--- config.mk ---
export PLATFORM = sky130hd
export DESIGN_NAME = shell_word_tokenizer
export DESIGN_NICKNAME = d
export VERILOG_FILES = /design/src/rtl/swt_pkg.sv /design/src/rtl/swt_front.sv /design/src/rtl/swt_queue.sv /design/src/rtl/swt_back.sv /design/src/rtl/shell_word_tokenizer.sv
export SDC_FILE = /design/constraint.sdc
export NUM_CORES = 1
export LEC_CHECK = 0
export ABC_AREA = 1
export BUFFER_PORTS_ARGS = -buffer_cell sky130_fd_sc_hd__buf_4
export CAP_MARGIN = 0
export CELL_PAD_IN_SITES_DETAIL_PLACEMENT = 1
export CELL_PAD_IN_SITES_GLOBAL_PLACEMENT = 1
export CORE_MARGIN = 4
export CORE_UTILIZATION = 45
export CTS_BUF_LIST = sky130_fd_sc_hd__clkbuf_8 sky130_fd_sc_hd__clkbuf_16
export CTS_CLUSTER_SIZE = 14
export DETAILED_ROUTE_END_ITERATION = 6
export PLACE_DENSITY = 0.71
export SKIP_LAST_GASP = 1
export SLEW_MARGIN = 20
export SYNTH_ARGS = -nofsm -noshare
export SYNTH_HDL_FRONTEND = slang
export SYNTH_SLANG_ARGS = --single-unit
--- constraint.sdc ---
create_clock -name clk -period 15.8 [get_ports clk]
set_clock_uncertainty 0.1 [all_clocks]
set_input_delay 3.95 -clock clk [delete_from_list [all_inputs] [get_ports clk]]
set_output_delay 3.95 -clock clk [all_outputs]
set_load 0.01 [all_outputs]
--- src/rtl/swt_pkg.sv ---
`timescale 1ns / 1ps
// ----------------------------------------------------------------------------
// swt_pkg
// Token kinds, token and bundle types shared by the shell word tokenizer.
// ----------------------------------------------------------------------------
package swt_pkg;

  localparam logic [2:0] KIND_BYTE   = 3'd0;
  localparam logic [2:0] KIND_WEND   = 3'd1;
  localparam logic [2:0] KIND_EOS    = 3'd2;
  localparam logic [2:0] KIND_EOF    = 3'd3;
  localparam logic [2:0] KIND_OTHER  = 3'd4;
  localparam logic [2:0] KIND_UNTERM = 3'd5;
  localparam logic [2:0] KIND_BADESC = 3'd6;

  // Most tokens a single text byte can cause.
  localparam int MAX_TOKENS = 4;
  localparam int TOK_IDX_W  = 2;
  localparam int TOK_CNT_W  = 3;

  typedef struct packed {
    logic [2:0] kind;
    logic [7:0] value;
  } token_t;

  // All tokens caused by one text byte.
  typedef struct packed {
    logic [TOK_CNT_W-1:0]        count;
    token_t [MAX_TOKENS-1:0]     toks;
  } bundle_t;

  // Append one token to a bundle; ignore it once the bundle is full.
  function automatic bundle_t add_token(bundle_t b, logic [2:0] kind, logic [7:0] value);
    bundle_t r;
    r = b;
    if (b.count < TOK_CNT_W'(MAX_TOKENS)) begin
      r.toks[b.count[TOK_IDX_W-1:0]].kind  = kind;
      r.toks[b.count[TOK_IDX_W-1:0]].value = value;
      r.count = b.count + TOK_CNT_W'(1);
    end
    return r;
  endfunction

endpackage

--- src/rtl/swt_front.sv ---
`timescale 1ns / 1ps
// ----------------------------------------------------------------------------
// swt_front
// Scan-mode state machine: classify each text byte into a token bundle.
// ----------------------------------------------------------------------------
module swt_front (
  input  logic             clk,
  input  logic             rst_n,
  input  logic             in_valid,
  output logic             in_ready,
  input  logic [7:0]       in_text_byte,
  output logic             push_valid,
  output swt_pkg::bundle_t push_data,
  input  logic             q_full
);
  import swt_pkg::*;

  typedef enum logic [2:0] {
    MODE_IDLE    = 3'd0,
    MODE_WORD    = 3'd1,
    MODE_SQUOTE  = 3'd2,
    MODE_DQUOTE  = 3'd3,
    MODE_ESCAPE  = 3'd4,
    MODE_OCTAL   = 3'd5,
    MODE_HEX     = 3'd6,
    MODE_COMMENT = 3'd7
  } mode_t;

  localparam logic [7:0] CH_NUL    = 8'h00;
  localparam logic [7:0] CH_TAB    = 8'h09;
  localparam logic [7:0] CH_NL     = 8'h0a;
  localparam logic [7:0] CH_VT     = 8'h0b;
  localparam logic [7:0] CH_FF     = 8'h0c;
  localparam logic [7:0] CH_CR     = 8'h0d;
  localparam logic [7:0] CH_SPACE  = 8'h20;
  localparam logic [7:0] CH_DQ     = 8'h22;
  localparam logic [7:0] CH_HASH   = 8'h23;
  localparam logic [7:0] CH_SQ     = 8'h27;
  localparam logic [7:0] CH_SEMI   = 8'h3b;
  localparam logic [7:0] CH_BSLASH = 8'h5c;

  mode_t      mode_r, mode_nxt;
  logic [7:0] acc_r, acc_nxt;
  logic [1:0] dig_r, dig_nxt;

  logic [7:0] c;
  logic       is_print, is_oct, is_hex;
  logic [3:0] hex_val;
  logic [7:0] oct_acc, hex_acc;
  logic [1:0] dig_inc;
  logic       redq, reidle;
  logic       take;
  bundle_t    b;

  assign c        = in_text_byte;
  assign is_print = (c >= 8'h21) && (c <= 8'h7e);
  assign is_oct   = (c >= 8'h30) && (c <= 8'h37);

  always_comb begin
    is_hex  = 1'b1;
    hex_val = c[3:0];
    if ((c >= 8'h30) && (c <= 8'h39)) begin
      hex_val = c[3:0];
    end else if (((c >= 8'h61) && (c <= 8'h66)) || ((c >= 8'h41) && (c <= 8'h46))) begin
      hex_val = c[3:0] + 4'd9;
    end else begin
      is_hex = 1'b0;
    end
  end

  assign oct_acc = {acc_r[4:0], 3'b000} | {5'b00000, c[2:0]};
  assign hex_acc = {acc_r[3:0], hex_val};
  assign dig_inc = dig_r + 2'd1;

  always_comb begin
    b        = '0;
    mode_nxt = mode_r;
    acc_nxt  = acc_r;
    dig_nxt  = dig_r;
    redq     = 1'b0;
    reidle   = 1'b0;

    case (mode_r)
      MODE_IDLE: reidle = 1'b1;
      MODE_WORD: begin
        if (is_print && (c != CH_HASH) && (c != CH_SEMI)) begin
          b = add_token(b, KIND_BYTE, c);
        end else begin
          b      = add_token(b, KIND_WEND, 8'h00);
          reidle = 1'b1;
        end
      end
      MODE_SQUOTE: begin
        if (c == CH_NUL) begin
          b      = add_token(b, KIND_UNTERM, 8'h00);
          b      = add_token(b, KIND_WEND, 8'h00);
          reidle = 1'b1;
        end else if (c == CH_SQ) begin
          b        = add_token(b, KIND_WEND, 8'h00);
          mode_nxt = MODE_IDLE;
        end else begin
          b = add_token(b, KIND_BYTE, c);
        end
      end
      MODE_DQUOTE: redq = 1'b1;
      MODE_ESCAPE: begin
        mode_nxt = MODE_DQUOTE;
        if (c == 8'h61) begin
          b = add_token(b, KIND_BYTE, 8'h07);
        end else if (c == 8'h62) begin
          b = add_token(b, KIND_BYTE, 8'h08);
        end else if (c == 8'h65) begin
          b = add_token(b, KIND_BYTE, 8'h1b);
        end else if (c == 8'h66) begin
          b = add_token(b, KIND_BYTE, 8'h0c);
        end else if (c == 8'h72) begin
          b = add_token(b, KIND_BYTE, 8'h0d);
        end else if (c == 8'h76) begin
          b = add_token(b, KIND_BYTE, 8'h0b);
        end else if (c inside {CH_DQ, CH_SQ, CH_BSLASH}) begin
          b = add_token(b, KIND_BYTE, c);
        end else if (c == 8'h78) begin
          acc_nxt  = 8'h00;
          dig_nxt  = 2'd0;
          mode_nxt = MODE_HEX;
        end else if (c == CH_NUL) begin
          redq = 1'b1;
        end else if (is_oct) begin
          acc_nxt  = {5'b00000, c[2:0]};
          dig_nxt  = 2'd1;
          mode_nxt = MODE_OCTAL;
        end else begin
          b = add_token(b, KIND_BADESC, 8'h00);
        end
      end
      MODE_OCTAL: begin
        if (is_oct) begin
          acc_nxt = oct_acc;
          dig_nxt = dig_inc;
          if ((dig_inc == 2'd3) || (dig_inc == 2'd0)) begin
            b        = add_token(b, KIND_BYTE, oct_acc);
            acc_nxt  = 8'h00;
            dig_nxt  = 2'd0;
            mode_nxt = MODE_DQUOTE;
          end
        end else begin
          b       = add_token(b, KIND_BYTE, acc_r);
          acc_nxt = 8'h00;
          dig_nxt = 2'd0;
          redq    = 1'b1;
        end
      end
      MODE_HEX: begin
        if (is_hex) begin
          acc_nxt = hex_acc;
          dig_nxt = dig_inc;
          if ((dig_inc >= 2'd2) || (dig_inc == 2'd0)) begin
            b        = add_token(b, KIND_BYTE, hex_acc);
            acc_nxt  = 8'h00;
            dig_nxt  = 2'd0;
            mode_nxt = MODE_DQUOTE;
          end
        end else begin
          b       = add_token(b, KIND_BYTE, acc_r);
          acc_nxt = 8'h00;
          dig_nxt = 2'd0;
          redq    = 1'b1;
        end
      end
      MODE_COMMENT: begin
        if ((c == CH_NL) || (c == CH_NUL)) begin
          reidle = 1'b1;
        end
      end
      default: reidle = 1'b1;
    endcase

    // Re-read the byte in double-quote mode.
    if (redq) begin
      mode_nxt = MODE_DQUOTE;
      if (c == CH_NUL) begin
        b      = add_token(b, KIND_UNTERM, 8'h00);
        b      = add_token(b, KIND_WEND, 8'h00);
        reidle = 1'b1;
      end else if (c == CH_DQ) begin
        b        = add_token(b, KIND_WEND, 8'h00);
        mode_nxt = MODE_IDLE;
      end else if (c == CH_BSLASH) begin
        mode_nxt = MODE_ESCAPE;
      end else begin
        b = add_token(b, KIND_BYTE, c);
      end
    end

    // Re-read the byte in idle mode.
    if (reidle) begin
      mode_nxt = MODE_IDLE;
      if (c == CH_NUL) begin
        b = add_token(b, KIND_EOF, 8'h00);
      end else if (c inside {CH_NL, CH_CR, CH_SEMI}) begin
        b = add_token(b, KIND_EOS, 8'h00);
      end else if (c inside {CH_SPACE, CH_TAB, CH_VT, CH_FF}) begin
        mode_nxt = MODE_IDLE;
      end else if (c == CH_HASH) begin
        mode_nxt = MODE_COMMENT;
      end else if (c == CH_SQ) begin
        mode_nxt = MODE_SQUOTE;
      end else if (c == CH_DQ) begin
        mode_nxt = MODE_DQUOTE;
      end else if (is_print) begin
        b        = add_token(b, KIND_BYTE, c);
        mode_nxt = MODE_WORD;
      end else begin
        b = add_token(b, KIND_OTHER, c);
      end
    end
  end

  assign in_ready   = !q_full;
  assign take       = in_valid && in_ready;
  assign push_valid = take && (b.count != '0);
  assign push_data  = b;

  always_ff @(posedge clk) begin
    if (!rst_n) begin
      mode_r <= MODE_IDLE;
      acc_r  <= 8'h00;
      dig_r  <= 2'd0;
    end else if (take) begin
      mode_r <= mode_nxt;
      acc_r  <= acc_nxt;
      dig_r  <= dig_nxt;
    end
  end

endmodule

--- src/rtl/swt_queue.sv ---
`timescale 1ns / 1ps
// ----------------------------------------------------------------------------
// swt_queue
// Short queue of token bundles between the scanner and the output stage.
// ----------------------------------------------------------------------------
module swt_queue #(
  parameter int DEPTH = 4
) (
  input  logic             clk,
  input  logic             rst_n,
  input  logic             push_valid,
  input  swt_pkg::bundle_t push_data,
  output logic             full,
  input  logic             pop,
  output logic             head_valid,
  output swt_pkg::bundle_t head_data
);
  import swt_pkg::*;

  localparam int PTR_W = (DEPTH > 1) ? $clog2(DEPTH) : 1;
  localparam int CNT_W = $clog2(DEPTH + 1);

  bundle_t            slots_r [DEPTH];
  logic [PTR_W-1:0]   wr_ptr_r, wr_ptr_nxt;
  logic [PTR_W-1:0]   rd_ptr_r, rd_ptr_nxt;
  logic [CNT_W-1:0]   count_r, count_nxt;
  logic               do_push, do_pop;

  assign full       = (count_r == CNT_W'(DEPTH));
  assign head_valid = (count_r != '0);
  assign head_data  = slots_r[rd_ptr_r];
  assign do_push    = push_valid && !full;
  assign do_pop     = pop && head_valid;

  always_comb begin
    wr_ptr_nxt = wr_ptr_r;
    rd_ptr_nxt = rd_ptr_r;
    count_nxt  = count_r;
    if (do_push) begin
      wr_ptr_nxt = (wr_ptr_r == PTR_W'(DEPTH - 1)) ? '0 : wr_ptr_r + PTR_W'(1);
    end
    if (do_pop) begin
      rd_ptr_nxt = (rd_ptr_r == PTR_W'(DEPTH - 1)) ? '0 : rd_ptr_r + PTR_W'(1);
    end
    if (do_push && !do_pop) begin
      count_nxt = count_r + CNT_W'(1);
    end else if (do_pop && !do_push) begin
      count_nxt = count_r - CNT_W'(1);
    end
  end

  always_ff @(posedge clk) begin
    if (!rst_n) begin
      wr_ptr_r <= '0;
      rd_ptr_r <= '0;
      count_r  <= '0;
    end else begin
      wr_ptr_r <= wr_ptr_nxt;
      rd_ptr_r <= rd_ptr_nxt;
      count_r  <= count_nxt;
    end
  end

  always_ff @(posedge clk) begin
    if (do_push) begin
      slots_r[wr_ptr_r] <= push_data;
    end
  end

endmodule

--- src/rtl/swt_back.sv ---
`timescale 1ns / 1ps
// ----------------------------------------------------------------------------
// swt_back
// Output stage: walk the head bundle one token per transaction.
// ----------------------------------------------------------------------------
module swt_back (
  input  logic             clk,
  input  logic             rst_n,
  input  logic             head_valid,
  input  swt_pkg::bundle_t head_data,
  output logic             pop,
  output logic             out_valid,
  input  logic             out_ready,
  output logic [2:0]       out_token_kind,
  output logic [7:0]       out_token_value,
  output logic             out_run_last
);
  import swt_pkg::*;

  logic [TOK_IDX_W-1:0] idx_r, idx_nxt;
  logic                 last;
  logic                 fire;

  assign last            = ({1'b0, idx_r} == (head_data.count - TOK_CNT_W'(1)));
  assign out_valid       = head_valid;
  assign out_token_kind  = head_data.toks[idx_r].kind;
  assign out_token_value = head_data.toks[idx_r].value;
  assign out_run_last    = last;
  assign fire            = out_valid && out_ready;
  assign pop             = fire && last;

  always_comb begin
    idx_nxt = idx_r;
    if (fire) begin
      idx_nxt = last ? '0 : idx_r + TOK_IDX_W'(1);
    end
  end

  always_ff @(posedge clk) begin
    if (!rst_n) begin
      idx_r <= '0;
    end else begin
      idx_r <= idx_nxt;
    end
  end

endmodule

--- src/rtl/shell_word_tokenizer.sv ---
`timescale 1ns / 1ps
// ----------------------------------------------------------------------------
// shell_word_tokenizer
// Shell command text lexer with backslash escape decoding in double quotes.
// ----------------------------------------------------------------------------
// Usage:
//   Input channel (in_valid / in_ready / in_text_byte) takes one text byte
//   per transaction; byte 0 ends the text. Result channel (out_valid /
//   out_ready / out_token_kind / out_token_value / out_run_last) returns the
//   tokens each byte causes, zero to four of them, with out_run_last set on
//   the final token of a byte.
//   A byte's bundle is registered in the queue before its first token
//   appears on the output.
//   Throughput: one byte per cycle while the queue is not full, limited by
//   the scan-mode register update. A byte that causes k tokens occupies the
//   output for k transactions; a byte that causes none pushes no bundle.
//   The scanner and the output stage are parted by a queue of QUEUE_DEPTH
//   token bundles. When the receiver stalls, the queue fills and in_ready
//   falls once it is full; the scanner keeps its mode meanwhile.
//   Reset: synchronous, active low. Scan mode returns to idle, the escape
//   accumulator and digit count clear, and the queue empties.
// ----------------------------------------------------------------------------
module shell_word_tokenizer #(
  parameter int QUEUE_DEPTH = 4
) (
  input  logic       clk,
  input  logic       rst_n,
  input  logic       in_valid,
  output logic       in_ready,
  input  logic [7:0] in_text_byte,
  output logic       out_valid,
  input  logic       out_ready,
  output logic [2:0] out_token_kind,
  output logic [7:0] out_token_value,
  output logic       out_run_last
);
  import swt_pkg::*;

  // Front to queue.
  logic    push_valid;
  bundle_t push_data;
  logic    q_full;

  // Queue to back.
  logic    head_valid;
  bundle_t head_data;
  logic    pop;

  // Classify each byte and build its token bundle.
  swt_front u_front (
    .clk          (clk),
    .rst_n        (rst_n),
    .in_valid     (in_valid),
    .in_ready     (in_ready),
    .in_text_byte (in_text_byte),
    .push_valid   (push_valid),
    .push_data    (push_data),
    .q_full       (q_full)
  );

  // Hold bundles so the scanner runs ahead of a stalled receiver.
  swt_queue #(
    .DEPTH (QUEUE_DEPTH)
  ) u_queue (
    .clk        (clk),
    .rst_n      (rst_n),
    .push_valid (push_valid),
    .push_data  (push_data),
    .full       (q_full),
    .pop        (pop),
    .head_valid (head_valid),
    .head_data  (head_data)
  );

  // Serialize the head bundle, one token per transaction.
  swt_back u_back (
    .clk             (clk),
    .rst_n           (rst_n),
    .head_valid      (head_valid),
    .head_data       (head_data),
    .pop             (pop),
    .out_valid       (out_valid),
    .out_ready       (out_ready),
    .out_token_kind  (out_token_kind),
    .out_token_value (out_token_value),
    .out_run_last    (out_run_last)
  );

  // Only word bytes and other-char tokens carry a value.
  a_value_zero : assert property (@(posedge clk) disable iff (!rst_n)
    (out_valid && (out_token_kind != KIND_BYTE) && (out_token_kind != KIND_OTHER))
      |-> (out_token_value == 8'h00))
    else $error("token value nonzero for a kind without value");

  // End of input always closes the run of its byte.
  a_eof_last : assert property (@(posedge clk) disable iff (!rst_n)
    (out_valid && (out_token_kind == KIND_EOF)) |-> out_run_last)
    else $error("end input token not last of its byte");

  // An unterminated report is always followed by a word end of the same byte.
  a_unterm_not_last : assert property (@(posedge clk) disable iff (!rst_n)
    (out_valid && (out_token_kind == KIND_UNTERM)) |-> !out_run_last)
    else $error("unterminated token closes its run");

  // Nothing comes out right after reset.
  a_reset_empty : assert property (@(posedge clk)
    !rst_n |=> !out_valid)
    else $error("output valid right after reset");

endmodule
==> results_dict.tcl, run 1 <==
set metrics [dict create \
    yosys.area.top_type "edfxtp_1" \
    hold_class "reg -> reg" \
    layout-drive-gt1-share_pct 10.8 \
    critical_path.most_common_cell "inv_1" \
    cts_hold_buf 0 \
    cts.sinks 212 \
    r2r_start "u_front.dig_r[0]" \
    cts-root-buf "clkbuf_16" \
    start_util_pct 45.7 \
    critPathLaunchType "input pin" \
    grt_first_pass_wirelength_mm 53.2 \
    io_buffer_count 25 \
    rsz0062_at_grt "false" \
    ir_worst_vdd_uv 120 \
    power_frac_clock_pct 19.1 \
    synth_flop_cell "edfxtp_1" \
    wl_mm 34.0 \
    syn_to_final_growth_pct 10.1 \
    slew_headroom_pct 33.2 \
    io_pins 26 \
    power.leakage_nw 4.77 \
    wire_per_inst_um 22.3 \
    htreeDepth 1 \
    antenna_found_initial 0 \
    fmax_ghz 0.124 \
    tightest_slew_ps 988 \
    cts_buffer_depth 3 \
    crit_slowest_cell "fa_1" \
    r2r_slack_ps 11080 \
    synth.avg_cell_area_um2 9.43 \
    period_needed_ps 8070 \
    pwr-share-comb_pct 45.4 \
    swShare_pct 43.0 \
    fin_tns_setup_ps 0 \
    critPathKind "in -> reg" \
    syn_area_um2 11100 \
    fp.dieW_um 165 \
    hold_violations 0 \
    drc 0 \
    whs_endpoint "u_queue.count_r[2]" \
    synthDistinctLibCells 53 \
    period_share_pct 51.1 \
    ys_seq_area_share_pct 55.1 \
    ys_ff_latch 212 \
    diodes 0 \
    die_h_um 165 \
    critical_path.max_fanout 10 \
    layoutNonFillerInstCount 1526 \
    async_reset_ff_share_pct 0 \
    dp_cells 1484 \
    power_density_nw_per_um2 205 \
    viasPerCell 5.91 \
    hpwl_mm 23.2 \
    clkLatencyLatePin_ps 530 \
    synth_edf_count 188 \
    p_int_mw 1.43 \
    crit_arrival_ps 8400 \
    hp-start "u_queue.count_r[2]" \
    p_switching_mw 1.08 \
    synth.top_cell.area_share_pct 50.8 \
    place_congestion 0.949 \
    drv_slew 0 \
    post_cts_buffers 0 \
    status "finished clean" \
    rows 57 \
    worstRegToRegCells 26 \
    crit_path_end_kind "flop" \
    coreArea_um2 24300 \
    seq_power_share_pct 35.5 \
    detail-route-antenna-nets 0 \
    num_vias 9017 \
    maxCapViolations 0 \
    clk_pin_slew_ps 60 \
    final-setup-viol-count 0 \
    grt_max_degree 96 \
    cts_made_buffers 23 \
    dr.pass1.iters 5 \
    yosysWarnings 0 \
    grt_pass1_vias 9231 \
    synthCells 1179 \
    r2r_end "u_queue.count_r[1]" \
    synth_area_leaders "edfxtp_1 (51%), o21ai_0 (7.2%), nand2_1 (5.3%)" \
    dieArea_um2 27300 \
    whs_path_depth 2 \
    synth_nets 1216 \
    grtUsageTotal_pct 25.2 \
    cts_tree "done" \
    drt-initial-drc-count 588 \
    cpPeakStageDelay_ps 390 \
    ctsResizeCount 0 \
    required_ps 16120 \
    finalNetCount 1222 \
    overflow 0 \
]
## cells in the mapped netlist (all sizes together), types with 7 or more instances
| master | instances |
|---|---|
| ha | 24 |
| edfxtp | 188 |
| o211ai | 17 |
| a21oi | 51 |
| o41ai | 7 |
| nand4 | 10 |
| o21ai | 166 |
| nand3 | 66 |
| nor3 | 12 |
| clkbuf | 37 |
| nor2 | 159 |
| buf | 18 |
| nand2 | 180 |
| o221ai | 33 |
| inv | 123 |
| o22ai | 23 |
| dfxtp | 24 |
## metrics by stage
step	total power, mW	instance area [um2]	setup WS, ps	hold WS, ps	util [%]
global placement	2.01	11600	7370	388	47.6
floorplan	1.62	11100	6920	358	-
finish	2.51	12200	7730	404	50.4
global route	2.69	12200	7220	454	50.4
detailed placement	2.04	11600	7230	392	47.6
CTS	2.53	12200	7750	403	50.4
## sequential cells by signal, indices dropped and copies added (netlist names), named ones only
name              cells
u_queue.slots_r     188
u_front.acc_r         8
u_front.mode_r        3
u_queue.count_r       3
u_back.idx_r          2
u_front.dig_r         2
u_queue.rd_ptr_r      2
u_queue.wr_ptr_r      2
## critical path, delay by kind of cell
kind | cells | cell delay, ps
simple gates | 10 | 1440
buf+inv | 7 | 800
compound gates | 5 | 840
fa+ha+maj | 5 | 1350
## power by group through the flow
| stage | Clock [mW] | Combinational [mW] | Sequential [mW] |
|---|---|---|---|
| after global routing | 0.517 | 1.27 | 0.904 |
| after CTS | 0.492 | 1.14 | 0.892 |
| after detailed placement | 0 | 1.14 | 0.903 |
| after floorplan | 0 | 0.726 | 0.897 |
| after global placement | 0 | 1.11 | 0.897 |
| final | 0.481 | 1.14 | 0.892 |
## worst max path at each step
stage                    start               endpoint  slack, ps  cells after the start
3_3_place_gp   in_text_byte[1]     u_queue.count_r[1]       7370                     27
6_report       in_text_byte[1]     u_queue.count_r[1]       7730                     27
2_1_floorplan  in_text_byte[1]  u_queue.slots_r[0][0]       6920                     21
5_1_grt        in_text_byte[0]     u_queue.count_r[1]       7220                     26
4_1_cts        in_text_byte[1]     u_queue.count_r[1]       7750                     27
3_5_place_dp   in_text_byte[0]     u_queue.count_r[1]       7230                     26
## logic make-up (layout without fill, tap and decap cells)
logic type	after synthesis	in the layout	share of synthesized area [%]
compound gates	327	327	17.8
xor+xnor	6	6	0.473
fa+ha+maj	25	25	2.88
buf+inv	178	201	6.39
flops	212	212	55.1
simple gates	431	431	17.3
## cell type report
class	count	area, um2
Fill cell	2761	12100
Clock inverter	19	91.3
Inverter	123	462
Clock buffer	23	576
Timing Repair Buffer	36	270
Tap cell	324	405
Multi-Input combinational cell	789	4310
Sequential cell	212	6130
## layer usage
| metal | part of all wire, % | GRT usage [%] | up-vias |
|---|---|---|---|
| li1 | - | - | 4187 |
| met4 | 3.1 | 7.60 | 0 |
| met5 | 0 | 0 | - |
| met2 | 47 | 41.6 | 273 |
| met3 | 5.4 | 3.60 | 73 |
| met1 | 45 | 34.7 | 4484 |
## cells in the final DEF, fill, tap and decap left out, types with 3 or more instances in the layout
master and n:
clkinv_2 3, o21ai_1 6, a21oi_1 49, nand3_2 4
clkbuf_16 23, a32o_1 4, dfxtp_1 23, nor2_2 9
o21ai_0 159, o211ai_1 17, nand2_2 20, inv_1 117
clkinv_1 8, o22ai_1 23, buf_4 36, a32oi_1 3
nand4_1 10, nor2_1 143, nor2_4 7, o32ai_1 3
o41ai_1 6, o221ai_1 33, a22oi_1 4, o31ai_1 5
nand2_1 158, xor2_1 5, inv_2 13, ha_1 24
nand3_1 60, edfxtp_1 188, nor3_1 9
Power figures use the tool's default switching activity.
==> run 2: changes to the inputs <==
--- a/config.mk
+++ b/config.mk
@@ -15,7 +15,7 @@
 export CTS_BUF_LIST = sky130_fd_sc_hd__clkbuf_8 sky130_fd_sc_hd__clkbuf_16
 export CTS_CLUSTER_SIZE = 14
 export DETAILED_ROUTE_END_ITERATION = 6
-export PLACE_DENSITY = 0.71
+export PLACE_DENSITY = 0.74
 export SKIP_LAST_GASP = 1
 export SLEW_MARGIN = 20
 export SYNTH_ARGS = -nofsm -noshare
==> constraint.sdc (replaced) <==
create_clock -name clk -period 7.27 [get_ports clk]
set_clock_uncertainty 0.1 [all_clocks]
set_input_delay 1.8175 -clock clk [delete_from_list [all_inputs] [get_ports clk]]
set_output_delay 1.8175 -clock clk [all_outputs]
set_load 0.01 [all_outputs]
==> results_dict.tcl, run 2 (same netlist as run 1, synthesis figures left out) <==
set metrics [dict create \
    dr.pass1.iters 5 \
    final-setup-viol-count 0 \
    crit_path_end_kind "flop" \
    antenna_found_initial 0 \
    io_pins 26 \
    cts_hold_buf 0 \
    fin_tns_setup_ps 0 \
    tightest_slew_ps 1050 \
    drc 0 \
    fp.dieW_um 165 \
    rsz0062_at_grt "false" \
    power_density_nw_per_um2 446 \
    overflow 0 \
    period_needed_ps 5990 \
    clkLatencyLatePin_ps 530 \
    swShare_pct 42.4 \
    rows 57 \
    syn_to_final_growth_pct 10.5 \
    slew_headroom_pct 29.3 \
    cts_buffer_depth 3 \
    detail-route-antenna-nets 0 \
    post_cts_buffers 0 \
    hpwl_mm 23.0 \
    ir_worst_vdd_uv 237 \
    required_ps 7610 \
    p_int_mw 3.16 \
    crit_slowest_cell "nand2_1" \
    coreArea_um2 24300 \
    cts.sinks 212 \
    layout_commonest_cell "edfxtp_1" \
    reg_top3 "u_queue.slots_r x188, u_front.acc_r x8" \
    grtUsageTotal_pct 24.6 \
    grt_pass1_vias 9189 \
    holdWs_ps 415 \
    fillCellCount 2776 \
    cts-root-buf "clkbuf_16" \
    clk_pin_slew_ps 60 \
    hold_class "reg -> reg" \
    largest_reg_flops 188 \
    diodes 0 \
    critical_path.most_common_cell "inv_1" \
    htreeDepth 1 \
    critical_path.max_fanout 10 \
    critPathLaunchType "input pin" \
    cpPeakStageDelay_ps 340 \
    power.leakage_nw 4.78 \
    grt_first_pass_wirelength_mm 51.8 \
    grt_max_degree 87 \
    wl_mm 33.5 \
    dieArea_um2 27300 \
    period_share_pct 82.4 \
    viasPerCell 5.87 \
    place_congestion 0.936 \
    maxCapViolations 0 \
    critPathKind "in -> reg" \
    final_util_pct 50.5 \
    cts_tree "done" \
    seq_power_share_pct 35.4 \
    wire_per_inst_um 22.0 \
    p_switching_mw 2.33 \
    num_vias 8953 \
    layout-drive-gt1-share_pct 11.2 \
    power_mw 5.48 \
    final_cell_mix "edfxtp_1 (188), o21ai_0 (159), nand2_1 (158)" \
    ctsResizeCount 0 \
    pwr-share-comb_pct 45.0 \
    die_h_um 165 \
    hold_violations 0 \
    drt-initial-drc-count 797 \
    start_util_pct 45.7 \
    finalNetCount 1222 \
    drv_slew 0 \
    power_frac_clock_pct 19.6 \
    crit_arrival_ps 6330 \
    cts_made_buffers 23 \
    regMostFlops "u_queue.slots_r" \
    status "finished clean" \
    fmax_ghz 0.167 \
    io_buffer_count 25 \
]
run 2: cell count changes in the layout (fill, tap and decap cells not counted):
cell	change
clkinv_1	-4
inv_1	-2
buf_12	+1
buf_4	-1
bufinv_16	+1
clkinv_2	+1
clkinv_4	+1
clkinvlp_4	+1
run 2: area by class of cell:
class                   count  area, um2  share of cell area (%)
inverters                 123        462                    3.76
flip-flops and latches    212       6130                    49.9
clock inverters            17        120                   0.978
multi-input cells         789       4310                    35.1
well taps                 324        405                    3.30
clock buffers              23        576                    4.68
repair buffers             36        283                    2.30
run 2: path summary, 6_finish.rpt:
check / cells after the start / to / start / slack (ps)
setup / recovery: 29 / u_queue.count_r[2] / in_text_byte[1] / 1280
hold / removal: 2 / u_queue.rd_ptr_r[1] / u_queue.rd_ptr_r[1] / 410
setup reg to reg: 28 / u_queue.count_r[2] / u_front.dig_r[0] / 2460
hold reg to reg: 2 / u_queue.rd_ptr_r[1] / u_queue.rd_ptr_r[1] / 410
run 2: stage by stage:
| stage | cells | cell area [um2] | setup slack (ps) |
|---|---|---|---|
| after detailed placement | 1484 | 11600 | 825 |
| after global routing | 1524 | 12300 | 878 |
| final | 1524 | 12300 | 1280 |
| after global placement | 1484 | 11600 | 1050 |
| after CTS | 1524 | 12300 | 1290 |
| after floorplan | 1179 | 11100 | 523 |
run 2: worst max-delay path, delay by kind of cell:
kind	cells	cell delay, ps
and+or+nand+nor	10	1440
adders and majority gates	5	1160
AOI/OAI and AO/OA	7	1080
buffers and inverters	7	800
run 2: layer usage:
metal,part of all wire [%],vias up,track usage (%)
met4,2.9,0,7.49
li1,-,4191,-
met2,47,268,41.6
met1,44,4432,33.1
met5,0,-,0
met3,5.5,62,3.52
run 2: power groups by stage:
| stage | combinational, mW | clock [mW] | sequential (mW) |
|---|---|---|---|
| 3_3_place_gp | 2.40 | 0 | 1.95 |
| 5_1_grt | 2.73 | 1.15 | 1.97 |
| 2_1_floorplan | 1.58 | 0 | 1.95 |
| 4_1_cts | 2.47 | 1.09 | 1.94 |
| 3_5_place_dp | 2.46 | 0 | 1.97 |
| 6_report | 2.47 | 1.07 | 1.94 |
